--- config.mk ---
export PLATFORM = sky130hd
export DESIGN_NAME = script_lexer_token_scanner_flat
export DESIGN_NICKNAME = d
export VERILOG_FILES = /design/src/hw/rtl/slts_pkg.sv /design/src/hw/rtl/slts_in_if.sv /design/src/hw/rtl/slts_tok_if.sv /design/src/hw/rtl/slts_scan_core.sv /design/src/hw/rtl/slts_token_fifo.sv /design/src/hw/rtl/script_lexer_token_scanner.sv /design/src/flat_wrapper.sv
export SDC_FILE = /design/constraint.sdc
export NUM_CORES = 1
export LEC_CHECK = 0
export BUFFER_PORTS_ARGS = -buffer_cell sky130_fd_sc_hd__buf_2
export CORE_ASPECT_RATIO = 0.5
export CORE_MARGIN = 8
export CORE_UTILIZATION = 55
export CTS_CLUSTER_DIAMETER = 30
export DETAILED_ROUTE_END_ITERATION = 10
export GPL_ROUTABILITY_DRIVEN = 0
export GPL_TIMING_DRIVEN = 1
export PLACE_DENSITY = 0.72
export SYNTH_ARGS = -nofsm -noshare
export SYNTH_HDL_FRONTEND = slang
export SYNTH_SLANG_ARGS = --single-unit
--- constraint.sdc ---
create_clock -name clk -period 7.4 [get_ports clk]
set_clock_uncertainty 0.15 [all_clocks]
set_input_delay 0.74 -clock clk [delete_from_list [all_inputs] [get_ports clk]]
set_output_delay 0.74 -clock clk [all_outputs]
set_load 0.1 [all_outputs]
--- src/hw/rtl/slts_pkg.sv ---
// Shared types and constants for the token scanner: token kinds, character
// codes, the keyword table and the token and push request structs.
// No dependencies.
package slts_pkg;

    localparam int OFFSET_BITS_DEFAULT     = 16;
    localparam int KEYWORD_MAX_LEN_DEFAULT = 6;
    localparam int FIFO_DEPTH              = 4;
    localparam int KW_COUNT                = 16;
    localparam int KW_TEXT_LEN             = 6;

    typedef enum logic [5:0] {
        KIND_LEFT_PAREN, KIND_RIGHT_PAREN, KIND_LEFT_BRACE, KIND_RIGHT_BRACE,
        KIND_COMMA, KIND_DOT, KIND_MINUS, KIND_PLUS, KIND_SEMICOLON, KIND_SLASH,
        KIND_STAR, KIND_CARET, KIND_BANG, KIND_BANG_EQUAL, KIND_EQUAL,
        KIND_EQUAL_EQUAL, KIND_GREATER, KIND_GREATER_EQUAL, KIND_LESS,
        KIND_LESS_EQUAL, KIND_IDENTIFIER, KIND_STRING, KIND_NUMBER,
        KIND_AND, KIND_CLASS, KIND_ELSE, KIND_FALSE, KIND_FOR, KIND_FUN,
        KIND_IF, KIND_NIL, KIND_OR, KIND_PRINT, KIND_RETURN, KIND_SUPER,
        KIND_THIS, KIND_TRUE, KIND_VAR, KIND_WHILE, KIND_EOF, KIND_STRAY,
        KIND_UNTERMINATED
    } kind_t;

    localparam logic [7:0] CH_LPAREN    = 8'h28;
    localparam logic [7:0] CH_RPAREN    = 8'h29;
    localparam logic [7:0] CH_LBRACE    = 8'h7B;
    localparam logic [7:0] CH_RBRACE    = 8'h7D;
    localparam logic [7:0] CH_COMMA     = 8'h2C;
    localparam logic [7:0] CH_DOT       = 8'h2E;
    localparam logic [7:0] CH_MINUS     = 8'h2D;
    localparam logic [7:0] CH_PLUS      = 8'h2B;
    localparam logic [7:0] CH_SEMICOLON = 8'h3B;
    localparam logic [7:0] CH_STAR      = 8'h2A;
    localparam logic [7:0] CH_CARET     = 8'h5E;
    localparam logic [7:0] CH_BANG      = 8'h21;
    localparam logic [7:0] CH_EQUAL     = 8'h3D;
    localparam logic [7:0] CH_GREATER   = 8'h3E;
    localparam logic [7:0] CH_LESS      = 8'h3C;
    localparam logic [7:0] CH_SLASH     = 8'h2F;
    localparam logic [7:0] CH_QUOTE     = 8'h22;
    localparam logic [7:0] CH_SPACE     = 8'h20;
    localparam logic [7:0] CH_TAB       = 8'h09;
    localparam logic [7:0] CH_CR        = 8'h0D;
    localparam logic [7:0] CH_NEWLINE   = 8'h0A;
    localparam logic [7:0] CH_UNDERSCORE = 8'h5F;
    localparam logic [7:0] CH_DIGIT_0   = 8'h30;
    localparam logic [7:0] CH_DIGIT_9   = 8'h39;
    localparam logic [7:0] CH_LOWER_A   = 8'h61;
    localparam logic [7:0] CH_LOWER_Z   = 8'h7A;
    localparam logic [7:0] CH_UPPER_A   = 8'h41;
    localparam logic [7:0] CH_UPPER_Z   = 8'h5A;

    // Keyword text, left-justified, zero padded; order follows the kind codes
    localparam logic [8*KW_TEXT_LEN-1:0] KW_TEXT [KW_COUNT] = '{
        {"and", 24'h0}, {"class", 8'h0}, {"else", 16'h0}, {"false", 8'h0},
        {"for", 24'h0}, {"fun", 24'h0},  {"if", 32'h0},   {"nil", 24'h0},
        {"or", 32'h0},  {"print", 8'h0}, {"return"},      {"super", 8'h0},
        {"this", 16'h0}, {"true", 16'h0}, {"var", 24'h0}, {"while", 8'h0}
    };

    localparam logic [2:0] KW_LEN [KW_COUNT] = '{
        3'd3, 3'd5, 3'd4, 3'd5, 3'd3, 3'd3, 3'd2, 3'd3,
        3'd2, 3'd5, 3'd6, 3'd5, 3'd4, 3'd4, 3'd3, 3'd5
    };

    typedef struct packed {
        logic [5:0]  token_kind;
        logic [15:0] line_number;
        logic [15:0] start_column;
        logic [15:0] end_column;
        logic [15:0] start_offset;
        logic        run_last;
    } token_t;

    typedef struct packed {
        logic [1:0] count;
        token_t     first;
        token_t     second;
    } push_t;

endpackage

--- src/hw/rtl/slts_in_if.sv ---
// Byte request channel of the token scanner: valid, ready and one source byte
// or the end marker. No dependencies.
interface slts_in_if;
    logic       valid;
    logic       ready;
    logic [7:0] char_byte;
    logic       end_marker;

    modport source (output valid, output char_byte, output end_marker, input ready);
    modport sink   (input valid, input char_byte, input end_marker, output ready);
endinterface

--- src/hw/rtl/slts_tok_if.sv ---
// Token request channel of the token scanner: valid, ready and one token.
// No dependencies.
interface slts_tok_if;
    logic        valid;
    logic        ready;
    logic [5:0]  token_kind;
    logic [15:0] line_number;
    logic [15:0] start_column;
    logic [15:0] end_column;
    logic [15:0] start_offset;
    logic        run_last;

    modport source (output valid, output token_kind, output line_number,
                    output start_column, output end_column, output start_offset,
                    output run_last, input ready);
    modport sink   (input valid, input token_kind, input line_number,
                    input start_column, input end_column, input start_offset,
                    input run_last, output ready);
endinterface

--- src/hw/rtl/slts_scan_core.sv ---
// Scanner state and the single-pass step logic: one byte or end marker in,
// up to two tokens out as a push request. Depends on slts_pkg.
module slts_scan_core #(
    parameter int OFFSET_BITS     = slts_pkg::OFFSET_BITS_DEFAULT,
    parameter int KEYWORD_MAX_LEN = slts_pkg::KEYWORD_MAX_LEN_DEFAULT
) (
    input  logic            clk,
    input  logic            rst_n,
    input  logic            fire,
    input  logic [7:0]      char_byte,
    input  logic            end_marker,
    output slts_pkg::push_t push
);
    import slts_pkg::*;

    localparam int OB  = OFFSET_BITS;
    localparam int KML = KEYWORD_MAX_LEN;
    localparam int WLW = $clog2(KML + 2);

    typedef enum logic [2:0] {
        MODE_IDLE, MODE_PEND, MODE_COMMENT, MODE_STRING,
        MODE_INT, MODE_FRAC, MODE_WORD
    } mode_t;

    mode_t          mode_reg, mode_next;
    logic [7:0]     pending_reg, pending_next;
    logic [7:0]     prefix_reg [KML];
    logic [7:0]     prefix_next [KML];
    logic [WLW-1:0] word_len_reg, word_len_next;
    logic [15:0]    line_reg, line_next;
    logic [OB-1:0]  offset_reg, offset_next;
    logic [OB-1:0]  base_reg, base_next;
    logic [OB-1:0]  start_reg, start_next;

    logic [OB-1:0]  off, prev;
    logic           is_digit, is_alpha, is_word_char;
    logic           ib_put, ib_pend, ib_word, ib_newline;
    logic [5:0]     ib_kind;
    mode_t          ib_mode;
    logic [5:0]     word_kind;
    logic           kw_hit;
    logic           run_idle, line_inc;
    logic           p0_v, p1_v;
    logic [5:0]     p0_kind, p1_kind;
    logic [OB-1:0]  p0_last, p1_start, p1_last;
    token_t         tok_a, tok_b;

    function automatic logic [5:0] pend_single(input logic [7:0] pc);
        case (pc)
            CH_BANG:    pend_single = KIND_BANG;
            CH_EQUAL:   pend_single = KIND_EQUAL;
            CH_GREATER: pend_single = KIND_GREATER;
            CH_LESS:    pend_single = KIND_LESS;
            default:    pend_single = KIND_SLASH;
        endcase
    endfunction

    function automatic logic [5:0] pend_double(input logic [7:0] pc);
        case (pc)
            CH_BANG:    pend_double = KIND_BANG_EQUAL;
            CH_EQUAL:   pend_double = KIND_EQUAL_EQUAL;
            CH_GREATER: pend_double = KIND_GREATER_EQUAL;
            CH_LESS:    pend_double = KIND_LESS_EQUAL;
            default:    pend_double = KIND_SLASH;
        endcase
    endfunction

    function automatic token_t make_token(
        input logic [5:0]    kind,
        input logic [OB-1:0] start,
        input logic [OB-1:0] last,
        input logic [OB-1:0] base,
        input logic [15:0]   line
    );
        token_t t;
        t.token_kind   = kind;
        t.line_number  = line;
        t.start_column = 16'(OB'(start - base));
        t.end_column   = 16'(OB'(last - base));
        t.start_offset = 16'(start);
        t.run_last     = 1'b1;
        return t;
    endfunction

    assign off  = offset_reg;
    assign prev = OB'(offset_reg - 1'b1);

    assign is_digit     = (char_byte >= CH_DIGIT_0) && (char_byte <= CH_DIGIT_9);
    assign is_alpha     = ((char_byte >= CH_LOWER_A) && (char_byte <= CH_LOWER_Z))
                       || ((char_byte >= CH_UPPER_A) && (char_byte <= CH_UPPER_Z));
    assign is_word_char = is_alpha || is_digit || (char_byte == CH_UNDERSCORE);

    // Decode of a byte seen with no token open
    always_comb
    begin
        ib_put     = 1'b0;
        ib_kind    = KIND_STRAY;
        ib_mode    = MODE_IDLE;
        ib_pend    = 1'b0;
        ib_word    = 1'b0;
        ib_newline = 1'b0;
        case (char_byte)
            CH_LPAREN:    begin ib_put = 1'b1; ib_kind = KIND_LEFT_PAREN;  end
            CH_RPAREN:    begin ib_put = 1'b1; ib_kind = KIND_RIGHT_PAREN; end
            CH_LBRACE:    begin ib_put = 1'b1; ib_kind = KIND_LEFT_BRACE;  end
            CH_RBRACE:    begin ib_put = 1'b1; ib_kind = KIND_RIGHT_BRACE; end
            CH_COMMA:     begin ib_put = 1'b1; ib_kind = KIND_COMMA;       end
            CH_DOT:       begin ib_put = 1'b1; ib_kind = KIND_DOT;         end
            CH_MINUS:     begin ib_put = 1'b1; ib_kind = KIND_MINUS;       end
            CH_PLUS:      begin ib_put = 1'b1; ib_kind = KIND_PLUS;        end
            CH_SEMICOLON: begin ib_put = 1'b1; ib_kind = KIND_SEMICOLON;   end
            CH_STAR:      begin ib_put = 1'b1; ib_kind = KIND_STAR;        end
            CH_CARET:     begin ib_put = 1'b1; ib_kind = KIND_CARET;       end
            CH_BANG, CH_EQUAL, CH_GREATER, CH_LESS, CH_SLASH:
            begin
                ib_pend = 1'b1;
                ib_mode = MODE_PEND;
            end
            CH_QUOTE:     ib_mode = MODE_STRING;
            CH_SPACE, CH_TAB, CH_CR: ib_mode = MODE_IDLE;
            CH_NEWLINE:   ib_newline = 1'b1;
            default:
            begin
                if (is_digit)
                begin
                    ib_mode = MODE_INT;
                end
                else if (is_alpha || (char_byte == CH_UNDERSCORE))
                begin
                    ib_word = 1'b1;
                    ib_mode = MODE_WORD;
                end
                else
                begin
                    ib_put = 1'b1;
                end
            end
        endcase
    end

    // Keyword lookup over the stored prefix
    always_comb
    begin
        word_kind = KIND_IDENTIFIER;
        for (int i = 0; i < KW_COUNT; i++)
        begin
            kw_hit = (word_len_reg == WLW'(KW_LEN[i]));
            for (int j = 0; j < KW_TEXT_LEN; j++)
            begin
                kw_hit = kw_hit && (prefix_reg[j] == KW_TEXT[i][8*(KW_TEXT_LEN-1-j) +: 8]);
            end
            if (kw_hit)
            begin
                word_kind = 6'(KIND_AND) + 6'(i);
            end
        end
    end

    always_comb
    begin
        mode_next     = mode_reg;
        pending_next  = pending_reg;
        prefix_next   = prefix_reg;
        word_len_next = word_len_reg;
        offset_next   = offset_reg;
        base_next     = base_reg;
        start_next    = start_reg;
        run_idle      = 1'b0;
        line_inc      = 1'b0;
        p0_v          = 1'b0;
        p0_kind       = KIND_NUMBER;
        p0_last       = prev;
        p1_v          = 1'b0;
        p1_kind       = KIND_EOF;
        p1_start      = start_reg;
        p1_last       = prev;

        if (fire)
        begin
            if (end_marker)
            begin
                case (mode_reg)
                    MODE_PEND:
                    begin
                        p0_v    = 1'b1;
                        p0_kind = pend_single(pending_reg);
                    end
                    MODE_INT, MODE_FRAC: p0_v = 1'b1;
                    MODE_WORD:
                    begin
                        p0_v    = 1'b1;
                        p0_kind = word_kind;
                    end
                    MODE_STRING:
                    begin
                        p0_v    = 1'b1;
                        p0_kind = KIND_UNTERMINATED;
                    end
                    default: p0_v = 1'b0;
                endcase
                mode_next = MODE_IDLE;
                p1_v      = 1'b1;
            end
            else
            begin
                offset_next = OB'(off + 1'b1);
                case (mode_reg)
                    MODE_PEND:
                    begin
                        if ((char_byte == CH_EQUAL) && (pending_reg != CH_SLASH))
                        begin
                            p0_v      = 1'b1;
                            p0_kind   = pend_double(pending_reg);
                            p0_last   = off;
                            mode_next = MODE_IDLE;
                        end
                        else if ((char_byte == CH_SLASH) && (pending_reg == CH_SLASH))
                        begin
                            mode_next = MODE_COMMENT;
                        end
                        else
                        begin
                            p0_v     = 1'b1;
                            p0_kind  = pend_single(pending_reg);
                            run_idle = 1'b1;
                        end
                    end
                    MODE_COMMENT: run_idle = (char_byte == CH_NEWLINE);
                    MODE_STRING:
                    begin
                        if (char_byte == CH_QUOTE)
                        begin
                            p0_v      = 1'b1;
                            p0_kind   = KIND_STRING;
                            p0_last   = off;
                            mode_next = MODE_IDLE;
                        end
                        else if (char_byte == CH_NEWLINE)
                        begin
                            line_inc = 1'b1;
                        end
                    end
                    MODE_INT:
                    begin
                        if (char_byte == CH_DOT)
                        begin
                            mode_next = MODE_FRAC;
                        end
                        else if (!is_digit)
                        begin
                            p0_v     = 1'b1;
                            run_idle = 1'b1;
                        end
                    end
                    MODE_FRAC:
                    begin
                        if (!is_digit)
                        begin
                            p0_v     = 1'b1;
                            run_idle = 1'b1;
                        end
                    end
                    MODE_WORD:
                    begin
                        if (is_word_char)
                        begin
                            for (int j = 0; j < KML; j++)
                            begin
                                if (word_len_reg == WLW'(j))
                                begin
                                    prefix_next[j] = char_byte;
                                end
                            end
                            if (word_len_reg <= WLW'(KML))
                            begin
                                word_len_next = WLW'(word_len_reg + 1'b1);
                            end
                        end
                        else
                        begin
                            p0_v     = 1'b1;
                            p0_kind  = word_kind;
                            run_idle = 1'b1;
                        end
                    end
                    default: run_idle = 1'b1;
                endcase

                if (run_idle)
                begin
                    start_next = off;
                    mode_next  = ib_mode;
                    p1_v       = ib_put;
                    p1_kind    = ib_kind;
                    p1_start   = off;
                    p1_last    = off;
                    if (ib_pend)
                    begin
                        pending_next = char_byte;
                    end
                    if (ib_word)
                    begin
                        for (int j = 0; j < KML; j++)
                        begin
                            prefix_next[j] = 8'h00;
                        end
                        prefix_next[0] = char_byte;
                        word_len_next  = WLW'(1);
                    end
                    if (ib_newline)
                    begin
                        line_inc  = 1'b1;
                        base_next = OB'(off + 1'b1);
                    end
                end
            end
        end

        line_next = (line_inc && (line_reg != 16'hFFFF)) ? 16'(line_reg + 1'b1) : line_reg;
    end

    always_comb
    begin
        tok_a = make_token(p1_kind, p1_start, p1_last, base_reg, line_reg);
        if (p0_v)
        begin
            tok_a = make_token(p0_kind, start_reg, p0_last, base_reg, line_reg);
        end
        tok_a.run_last = !(p0_v && p1_v);
        tok_b          = make_token(p1_kind, p1_start, p1_last, base_reg, line_reg);
        push.count     = 2'(p0_v) + 2'(p1_v);
        push.first     = tok_a;
        push.second    = tok_b;
    end

    always_ff @(posedge clk or negedge rst_n)
    begin
        if (!rst_n)
        begin
            mode_reg     <= MODE_IDLE;
            pending_reg  <= 8'h00;
            for (int j = 0; j < KML; j++)
            begin
                prefix_reg[j] <= 8'h00;
            end
            word_len_reg <= '0;
            line_reg     <= 16'd1;
            offset_reg   <= '0;
            base_reg     <= '0;
            start_reg    <= '0;
        end
        else
        begin
            mode_reg     <= mode_next;
            pending_reg  <= pending_next;
            prefix_reg   <= prefix_next;
            word_len_reg <= word_len_next;
            line_reg     <= line_next;
            offset_reg   <= offset_next;
            base_reg     <= base_next;
            start_reg    <= start_next;
        end
    end

`ifndef SYNTHESIS
    a_line_nonzero: assert property (@(posedge clk) disable iff (!rst_n)
        line_reg != 16'd0)
        else $error("line count reached zero");

    a_word_len_bound: assert property (@(posedge clk) disable iff (!rst_n)
        word_len_reg <= WLW'(KML + 1))
        else $error("word length beyond saturation point");

    a_word_nonempty: assert property (@(posedge clk) disable iff (!rst_n)
        (mode_reg == MODE_WORD) |-> (word_len_reg != '0))
        else $error("word scan open with empty prefix");
`endif

endmodule

--- src/hw/rtl/slts_token_fifo.sv ---
// Token queue between the scan step and the token channel: takes up to two
// tokens a cycle, gives one while the channel is ready. Depends on slts_pkg and slts_tok_if.
module slts_token_fifo (
    input  logic            clk,
    input  logic            rst_n,
    input  slts_pkg::push_t push,
    output logic            room,
    slts_tok_if.source      tok_ch
);
    import slts_pkg::*;

    localparam int PW = $clog2(FIFO_DEPTH);
    localparam int CW = PW + 1;

    token_t        mem [FIFO_DEPTH];
    logic [PW-1:0] wr_ptr_reg, wr_ptr_next;
    logic [PW-1:0] rd_ptr_reg, rd_ptr_next;
    logic [CW-1:0] count_reg, count_next;
    logic          pop;
    token_t        head;

    assign room = (count_reg <= CW'(FIFO_DEPTH - 2));
    assign pop  = tok_ch.valid && tok_ch.ready;
    assign head = mem[rd_ptr_reg];

    assign tok_ch.valid        = (count_reg != '0);
    assign tok_ch.token_kind   = head.token_kind;
    assign tok_ch.line_number  = head.line_number;
    assign tok_ch.start_column = head.start_column;
    assign tok_ch.end_column   = head.end_column;
    assign tok_ch.start_offset = head.start_offset;
    assign tok_ch.run_last     = head.run_last;

    always_comb
    begin
        wr_ptr_next = PW'(wr_ptr_reg + push.count);
        rd_ptr_next = PW'(rd_ptr_reg + pop);
        count_next  = CW'(count_reg + CW'(push.count) - CW'(pop));
    end

    always_ff @(posedge clk)
    begin
        if (push.count != 2'd0)
        begin
            mem[wr_ptr_reg] <= push.first;
        end
        if (push.count == 2'd2)
        begin
            mem[PW'(wr_ptr_reg + 1'b1)] <= push.second;
        end
    end

    always_ff @(posedge clk or negedge rst_n)
    begin
        if (!rst_n)
        begin
            wr_ptr_reg <= '0;
            rd_ptr_reg <= '0;
            count_reg  <= '0;
        end
        else
        begin
            wr_ptr_reg <= wr_ptr_next;
            rd_ptr_reg <= rd_ptr_next;
            count_reg  <= count_next;
        end
    end

`ifndef SYNTHESIS
    a_no_overflow: assert property (@(posedge clk) disable iff (!rst_n)
        count_reg <= CW'(FIFO_DEPTH))
        else $error("token queue overflow");

    a_push_has_room: assert property (@(posedge clk) disable iff (!rst_n)
        (push.count != 2'd0) |-> room)
        else $error("push into a queue without room for a pair");

    a_pair_together: assert property (@(posedge clk) disable iff (!rst_n)
        (tok_ch.valid && !tok_ch.run_last) |-> (count_reg >= CW'(2)))
        else $error("first token of a pair queued without its partner");
`endif

endmodule

--- src/hw/rtl/script_lexer_token_scanner.sv ---
// Token scanner top level: byte input register, scan step, token queue.
// A byte waits in the input register until the queue has room for a pair; its tokens are then queued.
// Throughput: one byte per cycle while the queue has room for a pair; a byte giving two tokens holds the
// token port for both, and the four-entry token queue and the one-token-per-cycle output port set the sustained rate.
// Reset: asynchronous; line 1, offset 0, no open token, queue empty; no clearing pass.
// Depends on slts_pkg, slts_in_if, slts_tok_if, slts_scan_core, slts_token_fifo.
module script_lexer_token_scanner #(
    parameter int OFFSET_BITS     = slts_pkg::OFFSET_BITS_DEFAULT,
    parameter int KEYWORD_MAX_LEN = slts_pkg::KEYWORD_MAX_LEN_DEFAULT
) (
    input  logic        clk,
    input  logic        rst_n,
    slts_in_if.sink     in_ch,
    slts_tok_if.source  tok_ch
);
    import slts_pkg::*;

    logic       in_valid_reg, in_valid_next;
    logic [7:0] char_reg;
    logic       end_reg;
    logic       accept;
    logic       fire;
    logic       room;
    push_t      push;

    assign fire        = in_valid_reg && room;
    assign in_ch.ready = !in_valid_reg || fire;
    assign accept      = in_ch.valid && in_ch.ready;

    always_comb
    begin
        in_valid_next = in_valid_reg;
        if (accept)
        begin
            in_valid_next = 1'b1;
        end
        else if (fire)
        begin
            in_valid_next = 1'b0;
        end
    end

    always_ff @(posedge clk)
    begin
        if (accept)
        begin
            char_reg <= in_ch.char_byte;
            end_reg  <= in_ch.end_marker;
        end
    end

    always_ff @(posedge clk or negedge rst_n)
    begin
        if (!rst_n)
        begin
            in_valid_reg <= 1'b0;
        end
        else
        begin
            in_valid_reg <= in_valid_next;
        end
    end

    slts_scan_core #(
        .OFFSET_BITS     (OFFSET_BITS),
        .KEYWORD_MAX_LEN (KEYWORD_MAX_LEN)
    ) u_core (
        .clk        (clk),
        .rst_n      (rst_n),
        .fire       (fire),
        .char_byte  (char_reg),
        .end_marker (end_reg),
        .push       (push)
    );

    slts_token_fifo u_fifo (
        .clk    (clk),
        .rst_n  (rst_n),
        .push   (push),
        .room   (room),
        .tok_ch (tok_ch)
    );

endmodule

--- src/flat_wrapper.sv ---
// flat-port wrapper written by rule: the top's interface ports become plain ports
module script_lexer_token_scanner_flat import slts_pkg::*;
#(
    parameter int OFFSET_BITS     = slts_pkg::OFFSET_BITS_DEFAULT,
    parameter int KEYWORD_MAX_LEN = slts_pkg::KEYWORD_MAX_LEN_DEFAULT
)
  (clk, rst_n, in_ch_valid, in_ch_char_byte, in_ch_end_marker, in_ch_ready, tok_ch_valid, tok_ch_token_kind, tok_ch_line_number, tok_ch_start_column, tok_ch_end_column, tok_ch_start_offset, tok_ch_run_last, tok_ch_ready);
  slts_in_if in_ch_i ();
  slts_tok_if tok_ch_i ();
  input  logic clk;
  input  logic rst_n;
  input wire logic [$bits(in_ch_i.valid)-1:0] in_ch_valid;
  input wire logic [$bits(in_ch_i.char_byte)-1:0] in_ch_char_byte;
  input wire logic [$bits(in_ch_i.end_marker)-1:0] in_ch_end_marker;
  output wire logic [$bits(in_ch_i.ready)-1:0] in_ch_ready;
  output wire logic [$bits(tok_ch_i.valid)-1:0] tok_ch_valid;
  output wire logic [$bits(tok_ch_i.token_kind)-1:0] tok_ch_token_kind;
  output wire logic [$bits(tok_ch_i.line_number)-1:0] tok_ch_line_number;
  output wire logic [$bits(tok_ch_i.start_column)-1:0] tok_ch_start_column;
  output wire logic [$bits(tok_ch_i.end_column)-1:0] tok_ch_end_column;
  output wire logic [$bits(tok_ch_i.start_offset)-1:0] tok_ch_start_offset;
  output wire logic [$bits(tok_ch_i.run_last)-1:0] tok_ch_run_last;
  input wire logic [$bits(tok_ch_i.ready)-1:0] tok_ch_ready;
  assign in_ch_i.valid = in_ch_valid;
  assign in_ch_i.char_byte = in_ch_char_byte;
  assign in_ch_i.end_marker = in_ch_end_marker;
  assign in_ch_ready = in_ch_i.ready;
  assign tok_ch_valid = tok_ch_i.valid;
  assign tok_ch_token_kind = tok_ch_i.token_kind;
  assign tok_ch_line_number = tok_ch_i.line_number;
  assign tok_ch_start_column = tok_ch_i.start_column;
  assign tok_ch_end_column = tok_ch_i.end_column;
  assign tok_ch_start_offset = tok_ch_i.start_offset;
  assign tok_ch_run_last = tok_ch_i.run_last;
  assign tok_ch_i.ready = tok_ch_ready;
  script_lexer_token_scanner #(.OFFSET_BITS(OFFSET_BITS), .KEYWORD_MAX_LEN(KEYWORD_MAX_LEN)) u_core (.clk(clk), .rst_n(rst_n), .in_ch(in_ch_i), .tok_ch(tok_ch_i));
endmodule
==> impl_metrics.py, run 1 <==
metrics = {
    "grt": {
        "groute.usage.overall_pct": 26.0,
        "antenna_found_initial": 1,
        "grt.overflow.total": 0,
        "grt_pass1_wl_mm": 104,
        "grt_max_degree": 78,
        "grt_pass1_vias": 18100,
    },
    "placed_design": {
        "io_buffers": 85,
        "place_ws_ns": 1.35,
        "post-place-cells": 2721,
        "dp_hpwl_mm": 45.0,
    },
    "floorplan": {
        "die_area_sq_um": 50700,
        "die_w_microns": 310,
        "fp-row-count": 54,
        "die_y_microns": 163,
        "io_pins": 86,
        "fp.coreArea_sq_um": 43200,
        "initial_core_util_pct": 55.2,
    },
    "yosys": {
        "ys_seq_elements": 427,
        "ys_warn_count": 0,
        "synth_compound_area_share_pct": 13.8,
        "syn_area_per_cell_sq_um": 11.2,
        "synth_top_area_share_pct": 35.9,
        "synth_edf_count": 285,
        "async_flop_share_pct": 31.4,
        "syn_nets": 2217,
        "synth-simple-area-share_pct": 15.3,
        "synth_top_family_by_area": "simple AND/OR/NAND/NOR gates",
        "synth.area.top_cells": "edfxtp_1 (36%), dfrtp_1 (14%), mux4_2 (6.7%)",
        "synth-xor-area-share_pct": 4.59,
        "synth_seq_area_share_pct": 50.7,
        "yosys.area_share.adder_pct": 4.36,
        "synth_cell_types": 84,
        "synthFlopType": "edfxtp_1",
        "muxShareOfSynthArea_pct": 8.40,
        "post-synth-top-area-cell": "edfxtp_1",
        "synth_cells": 2124,
        "syn_area_sq_um": 23800,
    },
    "job": {
        "drv_cap": 0,
    },
    "sta": {
        "worstMarginPinSlew_ns": 1.22,
        "maxSlewViolCount": 0,
        "setup_tns_ns": 0,
        "setup_viol": 0,
        "clock.fmax_mhz": 159,
        "period_needed_ns": 6.30,
        "min_period_over_period_pct": 85.1,
        "finalHoldViolations": 0,
        "rsz0062_at_grt": "false",
        "maxSlewHeadroom_pct": 18.6,
        "setup_slack_ns": 1.10,
    },
    "detailed_routing": {
        "first_iter_violations": 2244,
        "via_per_inst": 6.50,
        "drc": 0,
        "wl_per_cell_microns": 23.6,
        "drtPass1Iterations": 6,
        "routed-via-count": 18400,
        "postRouteAntennaNets": 0,
        "drt_wl_total_mm": 66.8,
    },
    "clock_tree": {
        "post_cts_buffers": 0,
        "cts-root-buf": "clkbuf_16",
        "clock_sinks": 427,
        "cts_tree": "done",
        "cts.htree.levels": 2,
        "clock_path_buffers": 3,
        "cts_hold_buf": 0,
        "cts_resized": 0,
        "cts_buffers": 57,
        "path_clk_slew_ns": 0.06,
        "insertion_delay_ns": 0.62,
    },
    "worst_setup_path": {
        "reg2reg_depth": 15,
        "worst-r2r-setup-slack_ns": 1.10,
        "path_class": "flip-flop to flip-flop",
        "critical_path.max_fanout": 16,
        "crit_start": "u_core.char_reg[5]",
        "r2r_start": "u_core.char_reg[5]",
        "arrival_ns": 6.47,
        "worstReg2RegEnd": "u_core.u_fifo.mem[1][47]",
        "end_kind": "flip-flop",
        "crit_path_start_kind": "flip-flop",
        "crit_required_ns": 7.57,
    },
    "cells_and_area": {
        "final_common_cell": "edfxtp_1",
        "final_util_pct": 62.2,
        "n_fill_cell": 3349,
        "stdcell_count": 2830,
        "area_growth_pct": 12.7,
        "final_cell_mix": "edfxtp_1 (285), nand2_1 (183), o21ai_0 (140)",
        "largest_reg_flops": 284,
        "layout-drive-gt1-share_pct": 15.1,
        "nets": 2285,
    },
    "run_status": {
        "status": "finished clean",
    },
    "min_path": {
        "min_path_type": "input pin to async pin",
    },
}
[cells by family after synthesis]
kind of cell,Yosys count
flip-flops,427
XOR/XNOR,125
adder cells (fa/ha/maj),80
buffers and inverters,184
AND/OR/NAND/NOR,688
AO/OA/AOI/OAI,511
multiplexers,109
[synthesized netlist by cell type, types with 9 or more instances]
cell type  number
mux2i_1        19
clkbuf_1       92
edfxtp_1      285
o211ai_1       16
and3_1         17
dfrtp_1       133
o22ai_1       129
a21oi_1        65
buf_1          17
a21o_1         12
nand4_1        21
or3_1          25
nand2_1       186
nand3_1        56
o21a_1         12
nor4_1         22
xor2_1         53
xnor2_1        72
nor4bb_1        9
or4_1          13
inv_1          68
nor3_1         44
ha_1           75
a22o_1         40
mux2_2         12
o21ai_0       140
nor2_1        112
nand2b_1       24
a31oi_1        10
and2_1         68
nor2b_1        26
mux4_2         71
[routing by layer]
layer  global-route usage (%)  share of wire (%)
met1                     35.1                 41
met2                     42.1                 47
met3                     4.85                8.7
met4                     9.22                3.3
met5                        0                  0
[worst max path at each step]
stage | to | slack [ns]
final | u_core.u_fifo.mem[1][47] | 1.10
after global routing | u_core.u_fifo.mem[1][47] | 0.66
after CTS | u_core.u_fifo.mem[1][47] | 1.26
after detailed placement | u_core.u_fifo.mem[1][47] | 1.35
after global placement | u_core.u_fifo.mem[1][47] | 1.43
after floorplan | u_core.u_fifo.mem[2][10] | 1.20
[critical path, stage by stage, from the launching register on]
cell	delay, ns
edfxtp_1	0.81
or4b_1	0.67
nor4_1	0.41
nor2_1	0.16
o41ai_2	0.49
mux2i_1	0.62
ha_1	0.32
fa_1	0.26
nor2b_1	0.06
o21ai_0	0.22
a21oi_1	0.16
o21ai_0	0.58
o21ai_0	0.28
a311oi_1	0.54
o21bai_1	0.18
o21ai_0	0.09
[stage by stage]
stage	hold slack (ns)	cell area (sq um)
2_1_floorplan	0.270	23800
3_3_place_gp	0.291	24900
3_5_place_dp	0.314	24900
4_1_cts	0.0382	26900
5_1_grt	0.0793	26900
6_report	0.0249	26900
[final cells by class]
type	instances	area, sq um	area share (%)
flip-flops and latches	427	12100	45.0
multi-input cells	1513	11100	41.4
clock buffers	70	1530	5.68
repair buffers	125	744	2.77
well taps	588	736	2.74
clock inverters	38	395	1.47
inverters	68	256	0.955
diodes	1	2.50	0.00931
Power of run 1 is not shown: default switching activity piles up to over one toggle a cycle in this logic, so the estimate is an artifact.
==> inputs of run 2 (changes only) <==
--- a/config.mk
+++ b/config.mk
@@ -6,9 +6,11 @@
 export NUM_CORES = 1
 export LEC_CHECK = 0
 export BUFFER_PORTS_ARGS = -buffer_cell sky130_fd_sc_hd__buf_2
+export CAP_MARGIN = 20
 export CORE_ASPECT_RATIO = 0.5
 export CORE_MARGIN = 8
 export CORE_UTILIZATION = 55
+export CTS_BUF_LIST = sky130_fd_sc_hd__clkbuf_8
 export CTS_CLUSTER_DIAMETER = 30
 export DETAILED_ROUTE_END_ITERATION = 10
 export GPL_ROUTABILITY_DRIVEN = 0
==> run 2 against run 1 <==
The run now ends with hold timing left. Final cell count up 0.67%. Register-to-register slack better by 0.09 ns. Count of clock-buffer cells in the layout up 2. Cell area down 1.9%. Critical path depth unchanged. Via count about the same. Hold slack worse by 0.028 ns. Sequential cell count unchanged. Die area unchanged. Routed wire length down 0.77%. Non-clock buffer count up 1.
==> impl_metrics.py, run 2 (same netlist as run 1, synthesis figures left out) <==
metrics = {
    "run_status": {
        "status": "finished, violations left",
        "violations": "hold timing",
    },
    "job": {
        "drv_cap": 0,
    },
    "placed_design": {
        "io_buffers": 85,
        "dp_hpwl_mm": 45.0,
    },
    "clock_tree": {
        "cts_hold_buf": 0,
        "insertion_delay_ns": 0.63,
        "cts-root-buf": "clkbuf_8",
        "cts_tree": "done",
        "post_cts_buffers": 0,
        "path_clk_slew_ns": 0.07,
        "cts_buffers": 69,
        "cts_resized": 0,
        "clock_sinks": 427,
        "cts.htree.levels": 3,
        "clock_path_buffers": 3,
    },
    "sta": {
        "setup_tns_ns": 0,
        "clock.fmax_mhz": 161,
        "maxSlewViolCount": 0,
        "maxSlewHeadroom_pct": 25.2,
        "finalHoldViolations": 5,
        "setup_viol": 0,
        "period_needed_ns": 6.21,
        "holdWs_ns": -0.00323,
        "worstMarginPinSlew_ns": 1.12,
        "min_period_over_period_pct": 83.9,
        "rsz0062_at_grt": "false",
    },
    "worst_setup_path": {
        "cp_cell_sequence": "or4b_1, nor4_1, nor2_1, o41ai_2, mux2i_1, ha_1, fa_1, nor2b_1, o21ai_0, a21oi_1, o21ai_0, o21ai_0, a311oi_1, o21bai_1, o21ai_0",
        "cpLargestDelayFamily": "compound AO/OA/AOI/OAI gates",
        "crit_path_start_kind": "flip-flop",
        "crit_path_max_incr_delay_ns": 0.78,
        "end_kind": "flip-flop",
        "cp_common_cell": "o21ai_0",
        "critical_path.max_fanout": 16,
        "worst_path_max_delay_cell": "edfxtp_1",
        "worst-r2r-setup-slack_ns": 1.19,
        "path_class": "flip-flop to flip-flop",
        "arrival_ns": 6.42,
        "crit_buf_inv": 0,
        "crit_required_ns": 7.61,
    },
    "grt": {
        "grt_pass1_wl_mm": 102,
        "grt.overflow.total": 0,
        "grt_max_degree": 78,
        "grt_pass1_vias": 18100,
        "antenna_found_initial": 1,
        "groute.usage.overall_pct": 25.8,
    },
    "detailed_routing": {
        "via_per_inst": 6.45,
        "drtPass1Iterations": 6,
        "routed-via-count": 18400,
        "wl_per_cell_microns": 23.3,
        "postRouteAntennaNets": 0,
        "drc": 0,
        "drt_wl_total_mm": 66.3,
        "first_iter_violations": 2293,
    },
    "floorplan": {
        "io_pins": 86,
        "die_y_microns": 163,
        "fp.coreArea_sq_um": 43200,
        "die_w_microns": 310,
        "die_area_sq_um": 50700,
        "initial_core_util_pct": 55.2,
        "fp-row-count": 54,
    },
    "cells_and_area": {
        "layout-drive-gt1-share_pct": 15.2,
        "n_fill_cell": 3453,
        "final_common_cell": "edfxtp_1",
        "nets": 2298,
        "antennaDiodeCount": 0,
        "largest_reg_flops": 284,
        "area_growth_pct": 10.6,
        "final_cell_mix": "edfxtp_1 (285), nand2_1 (183), o21ai_0 (140)",
    },
    "min_path": {
        "min_path_type": "input pin to async pin",
    },
}
==> run 2: changes by cell type in the layout (fill, tap and decap cells not counted), moves of 2 or more <==
cell	previous run	this run
inv_6	9	3
clkbuf_1	9	0
clkinv_1	2	6
clkinv_4	10	1
clkinvlp_4	6	9
clkinv_2	6	10
inv_1	67	87
clkbuf_8	3	72
clkinv_16	2	0
clkbuf_16	58	0
==> run 2: path summary, 6_finish.rpt <==
kind / cells after the start / endpoint / from
worst max-delay path: 15 / u_core.u_fifo.mem[1][47] / u_core.char_reg[5]
worst min-delay path: 1 / u_core.u_core.off[1] / rst_n
worst max register to register: 15 / u_core.u_fifo.mem[1][47] / u_core.char_reg[5]
worst min register to register: 2 / u_core.u_fifo.mem[3][69] / u_core.u_fifo.mem[3][69]
max in group asynchronous: 2 / u_core.u_core.start_reg[11] / rst_n
min in group clk: 1 / u_core.char_reg[5] / in_ch_char_byte[5]
==> run 2: area by class of cell <==
| type | count | area, sq um | share of cell area, % |
|---|---|---|---|
| Sequential cell | 427 | 12100 | 45.8 |
| Multi-Input combinational cell | 1513 | 11100 | 42.2 |
| Clock buffer | 72 | 991 | 3.76 |
| Timing Repair Buffer | 126 | 772 | 2.93 |
| Tap cell | 588 | 736 | 2.79 |
| Clock inverter | 55 | 390 | 1.48 |
| Inverter | 68 | 256 | 0.973 |
==> run 2: stage by stage <==
stage	area [sq um]	hold slack, ns	worst slack, ns	utilization [%]	instances
2_1_floorplan	23800	0.270	1.20	-	2124
3_3_place_gp	24900	0.291	1.43	57.8	2721
3_5_place_dp	24900	0.314	1.35	57.8	2721
4_1_cts	26300	0.00803	1.31	61.0	2848
5_1_grt	26400	0.0392	0.719	61.0	2849
6_report	26400	-0.00323	1.19	61.0	2849
==> run 2: metal layers <==
metal	up-vias	global-route usage (%)	part of all wire (%)
met5	-	0	0.023
met1	8972	34.6	41
met3	153	5.41	9.1
met2	988	41.6	47
met4	2	9.20	2.9
li1	8269	-	-
Power of run 2 is left out for the same reason.
